[src/rtl/core/first_fit_segment_allocator_macros.svh]
// ---------------------------------------------------------------------------
// Assertion macros for the first-fit segment allocator
// Clocked property checks used by the RTL modules.
// ---------------------------------------------------------------------------
`ifndef FIRST_FIT_SEGMENT_ALLOCATOR_MACROS_SVH
`define FIRST_FIT_SEGMENT_ALLOCATOR_MACROS_SVH

// check held at every edge outside reset
`define FFSA_ASSERT(lbl, clk, rst, prop, msg) \
   lbl: assert property (@(posedge clk) disable iff (rst) prop) else $error(msg);

// check held at every edge, reset included
`define FFSA_ASSERT_ALWAYS(lbl, clk, prop, msg) \
   lbl: assert property (@(posedge clk) prop) else $error(msg);

`endif

[src/rtl/core/ffsa_pkg.sv]
// ---------------------------------------------------------------------------
// ffsa_pkg
// Shared types and codes of the first-fit segment allocator.
// ---------------------------------------------------------------------------
`default_nettype none

package ffsa_pkg;

   localparam int REQ_W   = 24;  // req tdata width
   localparam int RSP_W   = 24;  // rsp tdata width
   localparam int SIZE_W  = 11;
   localparam int ADDR_W  = 10;
   localparam int TOTAL_W = 11;

   typedef enum logic [2:0] {
      ST_OK        = 3'd0,
      ST_TOO_BIG   = 3'd1,
      ST_NO_FREE   = 3'd2,
      ST_NO_FIT    = 3'd3,
      ST_OVER_USED = 3'd4,
      ST_OVERLAP   = 3'd5,
      ST_FULL      = 3'd6
   } status_type;

   typedef enum logic {
      REQ_ALLOC = 1'b0,
      REQ_FREE  = 1'b1
   } req_kind_type;

   typedef enum logic [3:0] {
      OP_NONE,
      OP_INIT,
      OP_LOAD,
      OP_FAIL,
      OP_SCAN_START,
      OP_SCAN,
      OP_APPLY,
      OP_APPLY2,
      OP_CMP_START,
      OP_CMP,
      OP_CMP_END,
      OP_PUSH
   } op_type;

   typedef enum logic [3:0] {
      S_INIT,
      S_IDLE,
      S_CHECK,
      S_SCAN,
      S_APPLY,
      S_APPLY2,
      S_CMP_START,
      S_CMP,
      S_CMP_END,
      S_FINISH
   } state_type;

   typedef struct packed {
      op_type op;
   } cmd_type;

   typedef struct packed {
      logic pre_ok;     // request passes the size/total checks
      logic scan_done;  // no read in flight and nothing left to read
      logic apply_ok;   // scan result allows the table update
      logic both_nbr;   // free merges with both neighbors
      logic cmp_done;   // compaction pass finished
      logic rsp_busy;   // output register full and not taken
   } stat_type;

endpackage

`default_nettype wire

[src/rtl/core/first_fit_segment_allocator.sv]
// ---------------------------------------------------------------------------
// first_fit_segment_allocator
// First-fit allocator over a pool, free segments kept in a table, coalescing.
// ---------------------------------------------------------------------------
//  channel | dir | tdata (low bit up)                  | tuser
//  req     | in  | req_size[10:0], req_addr[20:11]     | req_type (0 alloc, 1 free)
//  rsp     | out | alloc_addr[9:0], allocated_total[20:10] | status[2:0]
//
//  One item at a time: an item that passes its checks makes two passes over
//  the segment RAM (scan, then compaction) at one read a cycle; a failed
//  check ends the item without the passes that remain.
//  After reset the S_INIT state writes the initial whole-pool segment;
//  req_tready stays low until then.
//  The result register lets the next item in while a result waits; only
//  the push of the following result stalls on rsp_tready.
// ---------------------------------------------------------------------------
`default_nettype none

module first_fit_segment_allocator #(
   parameter int POOL_SIZE    = 1024,
   parameter int MAX_SEGMENTS = 16
) (
   input  wire logic        clock,
   input  wire logic        reset,
   input  wire logic        req_tvalid,
   output logic             req_tready,
   input  wire logic [23:0] req_tdata,   // req_size[10:0], req_addr[20:11], zero pad
   input  wire logic        req_tuser,   // req_type
   output logic             rsp_tvalid,
   input  wire logic        rsp_tready,
   output logic [23:0]      rsp_tdata,   // alloc_addr[9:0], allocated_total[20:10], zero pad
   output logic [2:0]       rsp_tuser    // status
);

   ffsa_pkg::cmd_type    cmd;
   ffsa_pkg::stat_type   stat;
   ffsa_pkg::status_type rsp_status;
   logic [ffsa_pkg::ADDR_W-1:0]  rsp_addr;
   logic [ffsa_pkg::TOTAL_W-1:0] rsp_total;

   // sequencer
   ffsa_ctrl u_ctrl (
      .clock      (clock),
      .reset      (reset),
      .req_tvalid (req_tvalid),
      .req_tready (req_tready),
      .stat       (stat),
      .cmd        (cmd)
   );

   // segment table and result register
   ffsa_dp #(
      .POOL_SIZE    (POOL_SIZE),
      .MAX_SEGMENTS (MAX_SEGMENTS)
   ) u_dp (
      .clock      (clock),
      .reset      (reset),
      .cmd        (cmd),
      .stat       (stat),
      .req_kind   (req_tuser),
      .req_size   (req_tdata[10:0]),
      .req_addr   (req_tdata[20:11]),
      .rsp_valid  (rsp_tvalid),
      .rsp_ready  (rsp_tready),
      .rsp_status (rsp_status),
      .rsp_addr   (rsp_addr),
      .rsp_total  (rsp_total)
   );

   assign rsp_tdata = {3'b000, rsp_total, rsp_addr};
   assign rsp_tuser = rsp_status;

endmodule

`default_nettype wire

[src/rtl/core/ffsa_ram.sv]
// ---------------------------------------------------------------------------
// ffsa_ram
// Generic simple dual-port RAM, one write port, one registered read port.
// ---------------------------------------------------------------------------
`default_nettype none

module ffsa_ram #(
   parameter int WIDTH = 8,
   parameter int DEPTH = 16
) (
   input  wire logic                     clock,
   input  wire logic                     wr_en,
   input  wire logic [$clog2(DEPTH)-1:0] wr_addr,
   input  wire logic [WIDTH-1:0]         wr_data,
   input  wire logic                     rd_en,
   input  wire logic [$clog2(DEPTH)-1:0] rd_addr,
   output logic      [WIDTH-1:0]         rd_data
);

   logic [WIDTH-1:0] mem_ff [DEPTH];
   logic [WIDTH-1:0] rd_data_ff;

   always_ff @(posedge clock) begin
      if (wr_en) begin
         mem_ff[wr_addr] <= wr_data;
      end
      if (rd_en) begin
         rd_data_ff <= mem_ff[rd_addr];
      end
   end

   assign rd_data = rd_data_ff;

endmodule

`default_nettype wire

[src/rtl/core/ffsa_ctrl.sv]
// ---------------------------------------------------------------------------
// ffsa_ctrl
// Request sequencer: checks, table scan, update, compaction, result push.
// ---------------------------------------------------------------------------
`default_nettype none

module ffsa_ctrl (
   input  wire logic              clock,
   input  wire logic              reset,
   input  wire logic              req_tvalid,
   output logic                   req_tready,
   input  wire ffsa_pkg::stat_type stat,
   output ffsa_pkg::cmd_type      cmd
);

   ffsa_pkg::state_type state_ff, state_in;

   always_ff @(posedge clock) begin
      if (reset) begin
         state_ff <= ffsa_pkg::S_INIT;
      end else begin
         state_ff <= state_in;
      end
   end

   always_comb begin
      state_in   = state_ff;
      cmd.op     = ffsa_pkg::OP_NONE;
      req_tready = 1'b0;
      case (state_ff)
         ffsa_pkg::S_INIT: begin
            cmd.op   = ffsa_pkg::OP_INIT;
            state_in = ffsa_pkg::S_IDLE;
         end
         ffsa_pkg::S_IDLE: begin
            req_tready = 1'b1;
            if (req_tvalid) begin
               cmd.op   = ffsa_pkg::OP_LOAD;
               state_in = ffsa_pkg::S_CHECK;
            end
         end
         ffsa_pkg::S_CHECK: begin
            if (!stat.pre_ok) begin
               cmd.op   = ffsa_pkg::OP_FAIL;
               state_in = ffsa_pkg::S_FINISH;
            end else begin
               cmd.op   = ffsa_pkg::OP_SCAN_START;
               state_in = ffsa_pkg::S_SCAN;
            end
         end
         ffsa_pkg::S_SCAN: begin
            cmd.op = ffsa_pkg::OP_SCAN;
            if (stat.scan_done) begin
               state_in = ffsa_pkg::S_APPLY;
            end
         end
         ffsa_pkg::S_APPLY: begin
            if (!stat.apply_ok) begin
               cmd.op   = ffsa_pkg::OP_FAIL;
               state_in = ffsa_pkg::S_FINISH;
            end else begin
               cmd.op   = ffsa_pkg::OP_APPLY;
               state_in = stat.both_nbr ? ffsa_pkg::S_APPLY2 : ffsa_pkg::S_CMP_START;
            end
         end
         ffsa_pkg::S_APPLY2: begin
            cmd.op   = ffsa_pkg::OP_APPLY2;
            state_in = ffsa_pkg::S_CMP_START;
         end
         ffsa_pkg::S_CMP_START: begin
            cmd.op   = ffsa_pkg::OP_CMP_START;
            state_in = ffsa_pkg::S_CMP;
         end
         ffsa_pkg::S_CMP: begin
            cmd.op = ffsa_pkg::OP_CMP;
            if (stat.cmp_done) begin
               state_in = ffsa_pkg::S_CMP_END;
            end
         end
         ffsa_pkg::S_CMP_END: begin
            cmd.op   = ffsa_pkg::OP_CMP_END;
            state_in = ffsa_pkg::S_FINISH;
         end
         ffsa_pkg::S_FINISH: begin
            if (!stat.rsp_busy) begin
               cmd.op   = ffsa_pkg::OP_PUSH;
               state_in = ffsa_pkg::S_IDLE;
            end
         end
         default: begin
            state_in = ffsa_pkg::S_INIT;
         end
      endcase
   end

endmodule

`default_nettype wire

[src/rtl/core/ffsa_dp.sv]
// ---------------------------------------------------------------------------
// ffsa_dp
// Segment table, totals, scan/compaction pointers and result register.
// ---------------------------------------------------------------------------
`default_nettype none
`include "first_fit_segment_allocator_macros.svh"

module ffsa_dp #(
   parameter int POOL_SIZE    = 1024,
   parameter int MAX_SEGMENTS = 16
) (
   input  wire logic                            clock,
   input  wire logic                            reset,
   input  wire ffsa_pkg::cmd_type               cmd,
   output ffsa_pkg::stat_type                   stat,
   input  wire logic                            req_kind,
   input  wire logic [ffsa_pkg::SIZE_W-1:0]     req_size,
   input  wire logic [ffsa_pkg::ADDR_W-1:0]     req_addr,
   output logic                                 rsp_valid,
   input  wire logic                            rsp_ready,
   output ffsa_pkg::status_type                 rsp_status,
   output logic [ffsa_pkg::ADDR_W-1:0]          rsp_addr,
   output logic [ffsa_pkg::TOTAL_W-1:0]         rsp_total
);

   localparam int PW = $clog2(POOL_SIZE + 1);         // start/length width
   localparam int SW = (PW + 1 > 12) ? PW + 1 : 12;   // compare/sum width
   localparam int CW = $clog2(MAX_SEGMENTS + 1);      // count width
   localparam int IW = $clog2(MAX_SEGMENTS);          // table index width
   localparam logic [SW-1:0] POOL_S = SW'(POOL_SIZE);
   localparam logic [CW-1:0] MAX_C  = CW'(MAX_SEGMENTS);

   // request
   logic              kind_ff, kind_in;
   logic [SW-1:0]     size_ff, size_in;
   logic [SW-1:0]     addr_ff, addr_in;
   logic [SW-1:0]     end_ff, end_in;
   // table state
   logic [CW-1:0]     count_ff, count_in;
   logic [PW-1:0]     used_ff, used_in;
   // pointers
   logic [CW-1:0]     idx_ff, idx_in;
   logic              rv_ff, rv_in;
   logic [IW-1:0]     rv_idx_ff, rv_idx_in;
   logic [CW-1:0]     wj_ff, wj_in;
   logic [2*PW-1:0]   last_ff, last_in;
   // scan findings
   logic              found_ff, found_in;
   logic [IW-1:0]     hit_idx_ff, hit_idx_in;
   logic [PW-1:0]     hit_start_ff, hit_start_in;
   logic [PW-1:0]     hit_len_ff, hit_len_in;
   logic              overlap_ff, overlap_in;
   logic              prev_ok_ff, prev_ok_in;
   logic [IW-1:0]     prev_idx_ff, prev_idx_in;
   logic [PW-1:0]     prev_start_ff, prev_start_in;
   logic [PW-1:0]     prev_len_ff, prev_len_in;
   logic              next_ok_ff, next_ok_in;
   logic [IW-1:0]     next_idx_ff, next_idx_in;
   logic [PW-1:0]     next_len_ff, next_len_in;
   // result
   ffsa_pkg::status_type res_status_ff, res_status_in;
   logic [PW-1:0]     res_addr_ff, res_addr_in;
   logic              rsp_valid_ff, rsp_valid_in;
   ffsa_pkg::status_type rsp_status_ff, rsp_status_in;
   logic [ffsa_pkg::ADDR_W-1:0]  rsp_addr_ff, rsp_addr_in;
   logic [ffsa_pkg::TOTAL_W-1:0] rsp_total_ff, rsp_total_in;

   // ram
   logic              wr_en, rd_en;
   logic [IW-1:0]     wr_addr;
   logic [2*PW-1:0]   wr_data, rd_data;
   logic [PW-1:0]     ent_start, ent_len;
   logic [SW-1:0]     ent_s, ent_e;
   logic              issue;
   ffsa_pkg::status_type pre_code, apply_code;
   logic [SW-1:0]     res_addr_ext, used_ext;

   ffsa_ram #(
      .WIDTH (2 * PW),
      .DEPTH (MAX_SEGMENTS)
   ) u_table (
      .clock   (clock),
      .wr_en   (wr_en),
      .wr_addr (wr_addr),
      .wr_data (wr_data),
      .rd_en   (rd_en),
      .rd_addr (idx_ff[IW-1:0]),
      .rd_data (rd_data)
   );

   assign ent_start = rd_data[2*PW-1:PW];
   assign ent_len   = rd_data[PW-1:0];
   assign ent_s     = SW'(ent_start);
   assign ent_e     = SW'(ent_start) + SW'(ent_len);
   assign used_ext  = SW'(used_ff);

   // checks that need no table access
   always_comb begin
      pre_code = ffsa_pkg::ST_OK;
      if (size_ff > POOL_S) begin
         pre_code = ffsa_pkg::ST_TOO_BIG;
      end else if (kind_ff == ffsa_pkg::REQ_ALLOC) begin
         if (size_ff + used_ext > POOL_S) begin
            pre_code = ffsa_pkg::ST_NO_FREE;
         end
      end else if (size_ff > used_ext) begin
         pre_code = ffsa_pkg::ST_OVER_USED;
      end else if (end_ff > POOL_S) begin
         pre_code = ffsa_pkg::ST_OVERLAP;
      end
   end

   always_comb begin
      apply_code = ffsa_pkg::ST_OK;
      if (kind_ff == ffsa_pkg::REQ_ALLOC) begin
         if (!found_ff) begin
            apply_code = ffsa_pkg::ST_NO_FIT;
         end
      end else if (overlap_ff) begin
         apply_code = ffsa_pkg::ST_OVERLAP;
      end else if (!prev_ok_ff && !next_ok_ff && count_ff >= MAX_C) begin
         apply_code = ffsa_pkg::ST_FULL;
      end
   end

   assign issue = ((cmd.op == ffsa_pkg::OP_SCAN) && (idx_ff < count_ff) && !found_ff) ||
                  ((cmd.op == ffsa_pkg::OP_CMP) && (idx_ff < count_ff));
   assign rd_en = issue;

   always_comb begin
      stat.pre_ok    = (pre_code == ffsa_pkg::ST_OK);
      stat.scan_done = !rv_ff && ((idx_ff == count_ff) || found_ff);
      stat.apply_ok  = (apply_code == ffsa_pkg::ST_OK);
      stat.both_nbr  = (kind_ff == ffsa_pkg::REQ_FREE) && prev_ok_ff && next_ok_ff;
      stat.cmp_done  = !rv_ff && (idx_ff == count_ff);
      stat.rsp_busy  = rsp_valid_ff && !rsp_ready;
   end

   always_comb begin
      kind_in       = kind_ff;
      size_in       = size_ff;
      addr_in       = addr_ff;
      end_in        = end_ff;
      count_in      = count_ff;
      used_in       = used_ff;
      idx_in        = idx_ff;
      rv_in         = 1'b0;
      rv_idx_in     = idx_ff[IW-1:0];
      wj_in         = wj_ff;
      last_in       = last_ff;
      found_in      = found_ff;
      hit_idx_in    = hit_idx_ff;
      hit_start_in  = hit_start_ff;
      hit_len_in    = hit_len_ff;
      overlap_in    = overlap_ff;
      prev_ok_in    = prev_ok_ff;
      prev_idx_in   = prev_idx_ff;
      prev_start_in = prev_start_ff;
      prev_len_in   = prev_len_ff;
      next_ok_in    = next_ok_ff;
      next_idx_in   = next_idx_ff;
      next_len_in   = next_len_ff;
      res_status_in = res_status_ff;
      res_addr_in   = res_addr_ff;
      rsp_valid_in  = rsp_valid_ff && !rsp_ready;
      rsp_status_in = rsp_status_ff;
      rsp_addr_in   = rsp_addr_ff;
      rsp_total_in  = rsp_total_ff;
      wr_en         = 1'b0;
      wr_addr       = '0;
      wr_data       = '0;
      res_addr_ext  = SW'(res_addr_ff);

      case (cmd.op)
         ffsa_pkg::OP_INIT: begin
            wr_en   = 1'b1;
            wr_data = {PW'(0), PW'(POOL_SIZE)};
         end
         ffsa_pkg::OP_LOAD: begin
            kind_in       = req_kind;
            size_in       = SW'(req_size);
            addr_in       = SW'(req_addr);
            end_in        = SW'(req_addr) + SW'(req_size);
            found_in      = 1'b0;
            res_status_in = ffsa_pkg::ST_OK;
            res_addr_in   = '0;
         end
         ffsa_pkg::OP_FAIL: begin
            res_status_in = stat.pre_ok ? apply_code : pre_code;
         end
         ffsa_pkg::OP_SCAN_START: begin
            idx_in     = '0;
            found_in   = 1'b0;
            overlap_in = 1'b0;
            prev_ok_in = 1'b0;
            next_ok_in = 1'b0;
         end
         ffsa_pkg::OP_SCAN: begin
            if (issue) begin
               idx_in = idx_ff + 1'b1;
               rv_in  = 1'b1;
            end
            if (rv_ff && !found_ff) begin
               if (kind_ff == ffsa_pkg::REQ_ALLOC) begin
                  if (size_ff <= SW'(ent_len)) begin
                     found_in     = 1'b1;
                     hit_idx_in   = rv_idx_ff;
                     hit_start_in = ent_start;
                     hit_len_in   = ent_len;
                  end
               end else begin
                  if ((ent_s < addr_ff && ent_e > addr_ff) ||
                      (ent_s > addr_ff && ent_s < end_ff) || ent_s == addr_ff) begin
                     overlap_in = 1'b1;
                  end
                  if (!next_ok_ff && ent_s == end_ff) begin
                     next_ok_in  = 1'b1;
                     next_idx_in = rv_idx_ff;
                     next_len_in = ent_len;
                  end
                  if (!prev_ok_ff && ent_e == addr_ff) begin
                     prev_ok_in    = 1'b1;
                     prev_idx_in   = rv_idx_ff;
                     prev_start_in = ent_start;
                     prev_len_in   = ent_len;
                  end
               end
            end
         end
         ffsa_pkg::OP_APPLY: begin
            wr_en = 1'b1;
            if (kind_ff == ffsa_pkg::REQ_ALLOC) begin
               wr_addr     = hit_idx_ff;
               wr_data     = {hit_start_ff + size_ff[PW-1:0], hit_len_ff - size_ff[PW-1:0]};
               used_in     = used_ff + size_ff[PW-1:0];
               res_addr_in = hit_start_ff;
            end else begin
               used_in = used_ff - size_ff[PW-1:0];
               if (prev_ok_ff) begin
                  wr_addr = prev_idx_ff;
                  wr_data = {prev_start_ff,
                             prev_len_ff + size_ff[PW-1:0] + (next_ok_ff ? next_len_ff : '0)};
               end else if (next_ok_ff) begin
                  wr_addr = next_idx_ff;
                  wr_data = {addr_ff[PW-1:0], next_len_ff + size_ff[PW-1:0]};
               end else begin
                  wr_addr  = count_ff[IW-1:0];
                  wr_data  = {addr_ff[PW-1:0], size_ff[PW-1:0]};
                  count_in = count_ff + 1'b1;
               end
            end
         end
         ffsa_pkg::OP_APPLY2: begin
            // following segment was absorbed: empty it, compaction drops it
            wr_en   = 1'b1;
            wr_addr = next_idx_ff;
            wr_data = {addr_ff[PW-1:0], PW'(0)};
         end
         ffsa_pkg::OP_CMP_START: begin
            idx_in = '0;
            wj_in  = '0;
         end
         ffsa_pkg::OP_CMP: begin
            if (issue) begin
               idx_in = idx_ff + 1'b1;
               rv_in  = 1'b1;
            end
            if (rv_ff) begin
               last_in = rd_data;
               if (ent_len != '0) begin
                  wr_en   = 1'b1;
                  wr_addr = wj_ff[IW-1:0];
                  wr_data = rd_data;
                  wj_in   = wj_ff + 1'b1;
               end
            end
         end
         ffsa_pkg::OP_CMP_END: begin
            // all empty: the last entry stays as the lone segment
            if (wj_ff == '0) begin
               wr_en    = 1'b1;
               wr_data  = last_ff;
               count_in = CW'(1);
            end else begin
               count_in = wj_ff;
            end
         end
         ffsa_pkg::OP_PUSH: begin
            rsp_valid_in  = 1'b1;
            rsp_status_in = res_status_ff;
            rsp_addr_in   = res_addr_ext[ffsa_pkg::ADDR_W-1:0];
            used_ext_cut: begin
               rsp_total_in = used_ext[ffsa_pkg::TOTAL_W-1:0];
            end
         end
         default: begin
         end
      endcase
   end

   always_ff @(posedge clock) begin
      if (reset) begin
         count_ff     <= CW'(1);
         used_ff      <= '0;
         rv_ff        <= 1'b0;
         found_ff     <= 1'b0;
         rsp_valid_ff <= 1'b0;
      end else begin
         count_ff     <= count_in;
         used_ff      <= used_in;
         rv_ff        <= rv_in;
         found_ff     <= found_in;
         rsp_valid_ff <= rsp_valid_in;
      end
      kind_ff       <= kind_in;
      size_ff       <= size_in;
      addr_ff       <= addr_in;
      end_ff        <= end_in;
      idx_ff        <= idx_in;
      rv_idx_ff     <= rv_idx_in;
      wj_ff         <= wj_in;
      last_ff       <= last_in;
      hit_idx_ff    <= hit_idx_in;
      hit_start_ff  <= hit_start_in;
      hit_len_ff    <= hit_len_in;
      overlap_ff    <= overlap_in;
      prev_ok_ff    <= prev_ok_in;
      prev_idx_ff   <= prev_idx_in;
      prev_start_ff <= prev_start_in;
      prev_len_ff   <= prev_len_in;
      next_ok_ff    <= next_ok_in;
      next_idx_ff   <= next_idx_in;
      next_len_ff   <= next_len_in;
      res_status_ff <= res_status_in;
      res_addr_ff   <= res_addr_in;
      rsp_status_ff <= rsp_status_in;
      rsp_addr_ff   <= rsp_addr_in;
      rsp_total_ff  <= rsp_total_in;
   end

   assign rsp_valid  = rsp_valid_ff;
   assign rsp_status = rsp_status_ff;
   assign rsp_addr   = rsp_addr_ff;
   assign rsp_total  = rsp_total_ff;

   `FFSA_ASSERT(a_count_range, clock, reset, (count_ff != '0) && (count_ff <= MAX_C), "segment count out of range")
   `FFSA_ASSERT(a_used_range, clock, reset, SW'(used_ff) <= POOL_S, "allocated total exceeds pool")
   `FFSA_ASSERT(a_push_free, clock, reset, (cmd.op == ffsa_pkg::OP_PUSH) |-> (!rsp_valid_ff || rsp_ready), "result overwritten before taken")
   `FFSA_ASSERT(a_hit_alloc, clock, reset, found_ff |-> (kind_ff == ffsa_pkg::REQ_ALLOC), "fit found on a free request")

endmodule

`default_nettype wire

[config.mk]
export PLATFORM = sky130hd
export DESIGN_NAME = first_fit_segment_allocator
export DESIGN_NICKNAME = d
export VERILOG_FILES = /design/src/rtl/core/ffsa_pkg.sv /design/src/rtl/core/first_fit_segment_allocator.sv /design/src/rtl/core/ffsa_ram.sv /design/src/rtl/core/ffsa_ctrl.sv /design/src/rtl/core/ffsa_dp.sv
export VERILOG_INCLUDE_DIRS = /design/src /design/src/rtl/core
export SDC_FILE = /design/constraint.sdc
export NUM_CORES = 1
export LEC_CHECK = 0
export BUFFER_PORTS_ARGS = -buffer_cell sky130_fd_sc_hd__buf_2
export CELL_PAD_IN_SITES_DETAIL_PLACEMENT = 0
export CELL_PAD_IN_SITES_GLOBAL_PLACEMENT = 1
export CORE_ASPECT_RATIO = 2
export CORE_UTILIZATION = 45
export CTS_CLUSTER_SIZE = 25
export DETAILED_ROUTE_END_ITERATION = 7
export HOLD_SLACK_MARGIN = 0.15
export MAX_ROUTING_LAYER = met4
export PLACE_DENSITY = 0.73
export SYNTH_ARGS = -nofsm -noshare
export SYNTH_HDL_FRONTEND = slang
export SYNTH_SLANG_ARGS = --single-unit
[constraint.sdc]
create_clock -name clock -period 12.8 [get_ports clock]
set_clock_uncertainty 0.15 [all_clocks]
set_input_delay 1.92 -clock clock [delete_from_list [all_inputs] [get_ports clock]]
set_output_delay 1.92 -clock clock [all_outputs]
set_load 0.05 [all_outputs]
==> results of run 1 <==
==> placed cells by master, fill, tap and decap left out, types with 24 or more instances in the layout <==
cell type / n
edfxtp_1: 547
clkbuf_16: 49
inv_1: 96
mux4_2: 110
o21ai_0: 80
xnor2_1: 46
buf_2: 51
nor2b_1: 24
dfxtp_1: 27
buf_4: 53
nor2_1: 91
a21oi_1: 74
nand2_1: 73
ha_1: 133
==> synthesized netlist by cell type, drive strengths merged (4+ instances only) <==
cell and n:
nor3 25, o221ai 9, dfxtp 27, a22oi 12, xnor2 46, buf 26, ha 133, nor2 110
a2111oi 4, edfxtp 547, o31a 4, o21bai 6, a31o 4, a31oi 10, and3 5, xor2 20
nor2b 24, or3 9, a21oi 75, a21boi 8, o21ai 82, and4 4, nand4 11, o21a 20
a21o 22, mux4 110, mux2i 22, a222oi 13, nand2b 17, nor4 11, clkbuf 47, o211ai 12
nand2 73, a211oi 17, inv 96, and2 22, fa 18, or2 9, nand3 16
==> power by group through the flow <==
stage | logic (mW) | registers [mW] | clock network [mW]
final | 1.02 | 2.37 | 1.60
after global placement | 1.00 | 2.41 | 0
after CTS | 1.03 | 2.37 | 1.63
after global routing | 1.11 | 2.38 | 1.68
after floorplan | 0.724 | 2.37 | 0
after detailed placement | 1.02 | 2.41 | 0
==> flip-flops by register name (all words and copies together) (netlist names), 12 cells and up <==
name and cells:
u_dp.end_ff 12, u_dp.u_table.rd_data 22, u_dp.last_ff 22, u_dp.u_table.mem_ff 352
==> how the worst max path moves through the flow <==
stage,to,cells past startpoint
4_1_cts,u_dp.u_table.mem_ff[5][10]$_DFFE_PP_,9
3_3_place_gp,u_dp.end_ff[10]$_DFFE_PN_,13
6_report,u_dp.u_table.mem_ff[6][10]$_DFFE_PP_,9
5_1_grt,u_dp.u_table.mem_ff[12][10]$_DFFE_PP_,9
2_1_floorplan,u_dp.u_table.mem_ff[0][9]$_DFFE_PP_,17
3_5_place_dp,u_dp.end_ff[10]$_DFFE_PN_,13
==> per-layer routing <==
layer / part of all wire [%] / global-route usage (%) / routed length [µm]
met5: 0 / - / 0
met4: 5.8 / 13.2 / 3990
met3: 3.9 / 2.52 / 2690
met2: 57 / 44.9 / 38900
met1: 34 / 22.8 / 23000
==> metrics by stage <==
stage               std cells  power (mW)  hold slack [ns]
floorplan                1782        3.09            0.225
global placement         2581        3.41            0.253
detailed placement       2581        3.44            0.258
CTS                      2673        5.03            0.274
global route             2674        5.18            0.287
finish                   2675        4.99            0.272
==> area by class of cell <==
cell class | instances | share of cell area (%)
inverter | 97 | 1.21
sequential | 574 | 56.4
tap | 768 | 3.20
antenna | 2 | 0.0166
clock inverter | 34 | 1.51
clock buffer | 58 | 4.19
multi-input combinational | 1038 | 31.3
timing repair buffer | 104 | 2.17
==> critical path: cells and delay by family, from the launching register on <==
| family | cells | cell delay (ns) |
|---|---|---|
| simple gates | 4 | 1.50 |
| buf+inv | 3 | 1.23 |
| flops | 1 | 0.71 |
| compound gates | 2 | 0.71 |
==> kinds of logic after synthesis <==
group                      count (synthesis)  synth area share, %
DFF                                      574                 63.0
and+or+nand+nor                          352                 6.52
AOI/OAI and AO/OA                        331                 8.25
buffers and inverters                    170                 2.46
adders and majority gates                151                 7.51
muxes                                    135                 10.1
xor gates and xnor gates                  66                 2.15
other                                      1               0.0139
==> impl_results.md, run 1 <==
- Outcome: finished, final reports clean
- DRT iter0 DRCs: 1022
- CP arrival: 4.84 ns
- Post-synthesis sequential area ratio: 63.0%
- Cells on worst reg2reg path: 9
- CP max FO: 38
- Resized Gates After CTS: 0
- Worst path slowest cell: or4b_2
- Vias: 15693
- Syn Area/Cell: 15.1 µm²
- Core ar.: 59100 µm²
- Initial Util: 45.6%
- Die height: 348 µm
- Worst VDD drop: 0.109 mV
- Worst-path clk slew: 0.07 ns
- Initial antenna violation count: 1
- Worst setup slack after layout: 8.03 ns
- Gate Count Post-Synth: 1780
- Clock root buffer: clkbuf_16
- Hold Violations, Final: 0
- Area of the multi-input gates: 9410 µm²
- Latest clock arrival within the worst-skew pair: 0.61 ns
- Largest net degree at the start of global routing: 73
- Largest area contributor in the netlist: edfxtp_1
- # hold bufs at CTS: 0
- Die ar.: 60900 µm²
- Number of synthesized flops with an enable pin: 547
- Sequential Power Share: 47.5%
- Pre-CTS setup slack: 7.86 ns
- DRT Wirelength: 68.6 mm
- Dpl hpwl: 46.6 mm
- Critical Path RT: 12.87 ns
- Initial DRT Pass Iterations: 5
- Final setup fails: 0
- Crit path launch: u_dp.kind_ff$_DFFE_PN_
- Hold Path Class: reg -> reg
- First-pass GRT wire length: 102 mm
- Worst R2R End: u_dp.u_table.mem_ff[6][10]$_DFFE_PP_
- RSZ-0062 raised after global routing: false
- Flops & latches, synth: 574
- FF+latch area: 17000 µm²
- Hold path depth: 0
- Std cell rows: 126
- Async S/R FF share, synth: 0%
- Hold EP: u_dp.rsp_addr[4]$_DFFE_PP_
- Num CTS Buffers: 49
- Top FF cell, synth: edfxtp_1
- TritonCTS clock tree: yes
- Cell Area, Synth: 26900 µm²
- R2R setup slack: 8.03 ns
- Leak Pwr: 10.5 nW
- Sw Share: 28.7%
- Fillcell total: 4854
- Fmax: 0.210 GHz
- Fin area: 30100 µm²
- Slew HR: 7.88%
- Boundary pin count: 58
- Vias in the first global route: 16589
- Placed cell areas: 28400 µm²
- Power share of the clock group: 32.0%
- Worst-Margin Slew: 1.38 ns
- Layout cell share with drive strength beyond 1: 17.7%
- Yosys warns: 0
- Setup crit start kind: flip-flop
- Reg2reg start: u_dp.kind_ff$_DFFE_PN_
- Setup repair bufs after CTS: 0
- Area growth syn-to-layout: 11.6%
- Util after Layout: 50.9%
- Period minus WS final: 4.77 ns
- Sum of negative setup slack: 0 ns
- Drt wl/cell: 25.6 µm
- Clock Sinks: 574
- # Max-Cap Violations: 0
- DRC viols: 0
- RePlAce Congestion: 0.932
- Internal power: 3.56 mW
- Worst hold start: u_dp.res_addr_ff[4]$_SDFFCE_PN0P_
- Final slew viol count: 0
- Grt total ovfl: 0
- Power density cells: 166 nW/µm²
- H-tree depth: 2
- Final Cycle Share: 37.3%
- Crit path kind: reg -> reg
- CTS max path bufs: 3
- Critical path, cell by cell: clkinv_1 -> buf_4 -> nor3_1 -> a21oi_1 -> nor4_2 -> buf_4 -> nand2_1 -> or4b_2 -> o211ai_1
- Nets@finish: 2044
- Post-DR vias/cell: 5.87
- Worst stage delay on the critical path: 0.76 ns
- Die width: 175 µm
- Logic pwr share: 20.4%
- Global Route Usage Sum: 23.6%
- Area contributors post-synth: edfxtp_1 (61%), mux4_2 (9.2%), ha_1 (6.2%), dfxtp_1 (2.0%), nor2_1 (1.5%)
- Final ANT Viol Nets: 0
- Sw power: 1.43 mW
- CP endpoint kind: flip-flop
- Post-synth top area share: 61.0%
- IO Port Bufs: 51
- Synth cell types: 79
- Most frequent CP cell: buf_4
Power figures use the tool's default switching activity.
==> run 2: changes to the inputs <==
Clock period 12.8 ns to 4.8 ns, I/O delays scaled along.
==> run 2 against run 1 <==
Net effect: core utilization up 1.0 points; largest cell class unchanged; critical endpoint is now u_dp.idx_ff[4]$_SDFFCE_PP0P_; die area unchanged; total power rose to 2.7 times the previous value; flip-flop and latch count unchanged; first-iteration DRC count up 8.3%; design area up 2.0%; non-clock buffer count up 61; fmax up 7.1%.
==> impl_results.md, run 2 (same netlist as run 1, synthesis figures left out) <==
- Outcome: finished, final reports clean (unchanged)
- Placed cell areas: 29000 µm² (was 28400 µm²)
- Sequential Power Share: 46.5% (was 47.5%)
- Area growth syn-to-layout: 13.9% (was 11.6%)
- Util after Layout: 51.9% (was 50.9%)
- Boundary pin count: 58 (unchanged)
- Pre-CTS setup slack: 0.389 ns (was 7.86 ns)
- Worst-path clk slew: 0.07 ns (about the same)
- Slew HR: 6.61% (was 7.88%)
- CTS max path bufs: 3 (unchanged)
- Initial Util: 45.6% (unchanged)
- Nets@finish: 2105 (was 2044)
- Num CTS Buffers: 49 (unchanged)
- DRC viols: 0 (unchanged)
- Core ar.: 59100 µm² (unchanged)
- Vias in the first global route: 16998 (was 16589)
- Final slew viol count: 0 (unchanged)
- Global Route Usage Sum: 24.6% (was 23.6%)
- Leak Pwr: 10.8 nW (was 10.5 nW)
- Grt total ovfl: 0 (unchanged)
- Final ANT Viol Nets: 0 (unchanged)
- DRT iter0 DRCs: 1107 (was 1022)
- Most common cell after layout, fill and taps aside: edfxtp_1 (unchanged)
- H-tree depth: 2 (unchanged)
- Initial DRT Pass Iterations: 5 (unchanged)
- Hold Violations, Final: 0 (unchanged)
- Hold Path Class: in -> reg (was reg -> reg)
- Latest clock arrival within the worst-skew pair: 0.61 ns (about the same)
- Post-DR vias/cell: 5.84 (was 5.87)
- CP arrival: 4.61 ns (was 4.84 ns)
- Setup repair bufs after CTS: 0 (unchanged)
- Sw Share: 29.2% (was 28.7%)
- Count of non-filler cells in the finished layout: 2730 (was 2675)
- CP max FO: 6 (was 38)
- Post-placement cell count: 2636 (was 2581)
- Worst setup slack after layout: 0.347 ns (was 8.03 ns)
- Setup crit start kind: flip-flop (unchanged)
- Vias: 15944 (was 15693)
- Crit path kind: reg -> reg (unchanged)
- Die width: 175 µm (unchanged)
- RSZ-0062 raised after global routing: false (unchanged)
- Power density cells: 436 nW/µm² (was 166 nW/µm²)
- Die height: 348 µm (unchanged)
- Worst-Margin Slew: 1.40 ns (was 1.38 ns)
- Ant. Diodes: 0 (was 2)
- Drt wl/cell: 26.1 µm (was 25.6 µm)
- Fillcell total: 4847 (was 4854)
- Met3 GRT Util: 2.42% (was 2.52%)
- Met1 usage: 23.3% (was 22.8%)
- Clock Sinks: 574 (unchanged)
- Final Cycle Share: 92.8% (was 37.3%)
- Met2 usage: 45.6% (was 44.9%)
- Most frequent cells in the layout: edfxtp_1 (547), ha_1 (133), mux4_2 (110) (unchanged)
- IO Port Bufs: 51 (unchanged)
- Layout cell share with drive strength beyond 1: 20.2% (was 17.7%)
- Final setup fails: 0 (unchanged)
- Internal power: 9.46 mW (was 3.56 mW)
- Dpl hpwl: 50.9 mm (was 46.6 mm)
- Period minus WS final: 4.45 ns (was 4.77 ns)
- Largest net degree at the start of global routing: 93 (was 73)
- RePlAce Congestion: 0.969 (was 0.932)
- Sum of negative setup slack: 0 ns (unchanged)
- Std cell rows: 126 (unchanged)
- Die ar.: 60900 µm² (unchanged)
- Critical Path RT: 4.96 ns (was 12.87 ns)
- First-pass GRT wire length: 106 mm (was 102 mm)
- TritonCTS clock tree: yes (unchanged)
- Initial antenna violation count: 0 (was 1)
- CP endpoint kind: flip-flop (unchanged)
- Top reg by flops: u_dp.u_table.mem_ff (unchanged)
- Fmax: 0.225 GHz (was 0.210 GHz)
- Max reg flops: 352 (unchanged)
- DRT Wirelength: 71.2 mm (was 68.6 mm)
- Clock root buffer: clkbuf_16 (unchanged)
- Sw power: 3.91 mW (was 1.43 mW)
- Worst VDD drop: 0.260 mV (was 0.109 mV)
- # Max-Cap Violations: 0 (unchanged)
- Global route hottest layer: met2 (unchanged)
- Power share of the clock group: 31.0% (was 32.0%)
- Logic pwr share: 22.5% (was 20.4%)
- Fin area: 30700 µm² (was 30100 µm²)
==> run 2: power groups by stage <==
stage                     logic [mW]  registers (mW)  clock network (mW)
after detailed placement        3.01            6.33                   0
after global routing            3.26            6.25                4.38
after CTS                       3.03            6.22                4.23
after global placement          2.94            6.31                   0
after floorplan                 1.93            6.32                   0
final                           3.01            6.22                4.14
==> run 2: metrics by stage <==
step,hold slack (ns),power [mW]
2_1_floorplan,0.225,8.25
3_3_place_gp,0.253,9.25
3_5_place_dp,0.255,9.34
4_1_cts,0.151,13.5
5_1_grt,0.167,13.9
6_report,0.171,13.4
==> run 2: final timing paths <==
check	startpoint	end	slack [ns]	cells past startpoint
hold / removal	req_tdata[14]	u_dp.addr_ff[3]$_DFFE_PN_	0.17	1
setup / recovery	u_dp.size_ff[1]$_DFFE_PN_	u_dp.idx_ff[4]$_SDFFCE_PP0P_	0.35	12
setup reg to reg	u_dp.size_ff[1]$_DFFE_PN_	u_dp.idx_ff[4]$_SDFFCE_PP0P_	0.35	12
hold reg to reg	u_dp.res_addr_ff[2]$_SDFFCE_PN0P_	u_dp.rsp_addr[2]$_DFFE_PP_	0.27	0
==> run 2: routing by layer <==
metal	vias to the layer above	share of wire, %	wire [µm]
met5	-	0	0
met4	0	8.3	5930
met3	267	3.7	2660
met2	502	56	39600
met1	7960	32	23000
li1	7215	-	-
==> run 2: layout make-up <==
| type | instances | area [µm²] | area share (%) |
|---|---|---|---|
| multi-input combinational | 1038 | 9410 | 30.7 |
| timing repair buffer | 165 | 1340 | 4.36 |
| tap | 768 | 961 | 3.13 |
| clock inverter | 31 | 369 | 1.20 |
| inverter | 97 | 364 | 1.19 |
| clock buffer | 57 | 1280 | 4.16 |
| sequential | 574 | 17000 | 55.3 |
==> run 2: timing repair <==
item / CTS / global route
resized for setup: 0 / 0
hold buffers: 6 / 0
hold endpoints to repair: 6 / 0
==> run 2: critical path: stages, from the launching register on <==
cell	delay [ns]
edfxtp_1	0.55
inv_1	0.19
fa_1	0.47
or2_1	0.35
a2111oi_0	0.74
buf_4	0.23
mux2i_1	0.19
o2111ai_1	0.16
nor4b_2	0.22
a2bb2oi_2	0.30
a21oi_4	0.12
o211ai_1	0.27
nand2_1	0.21
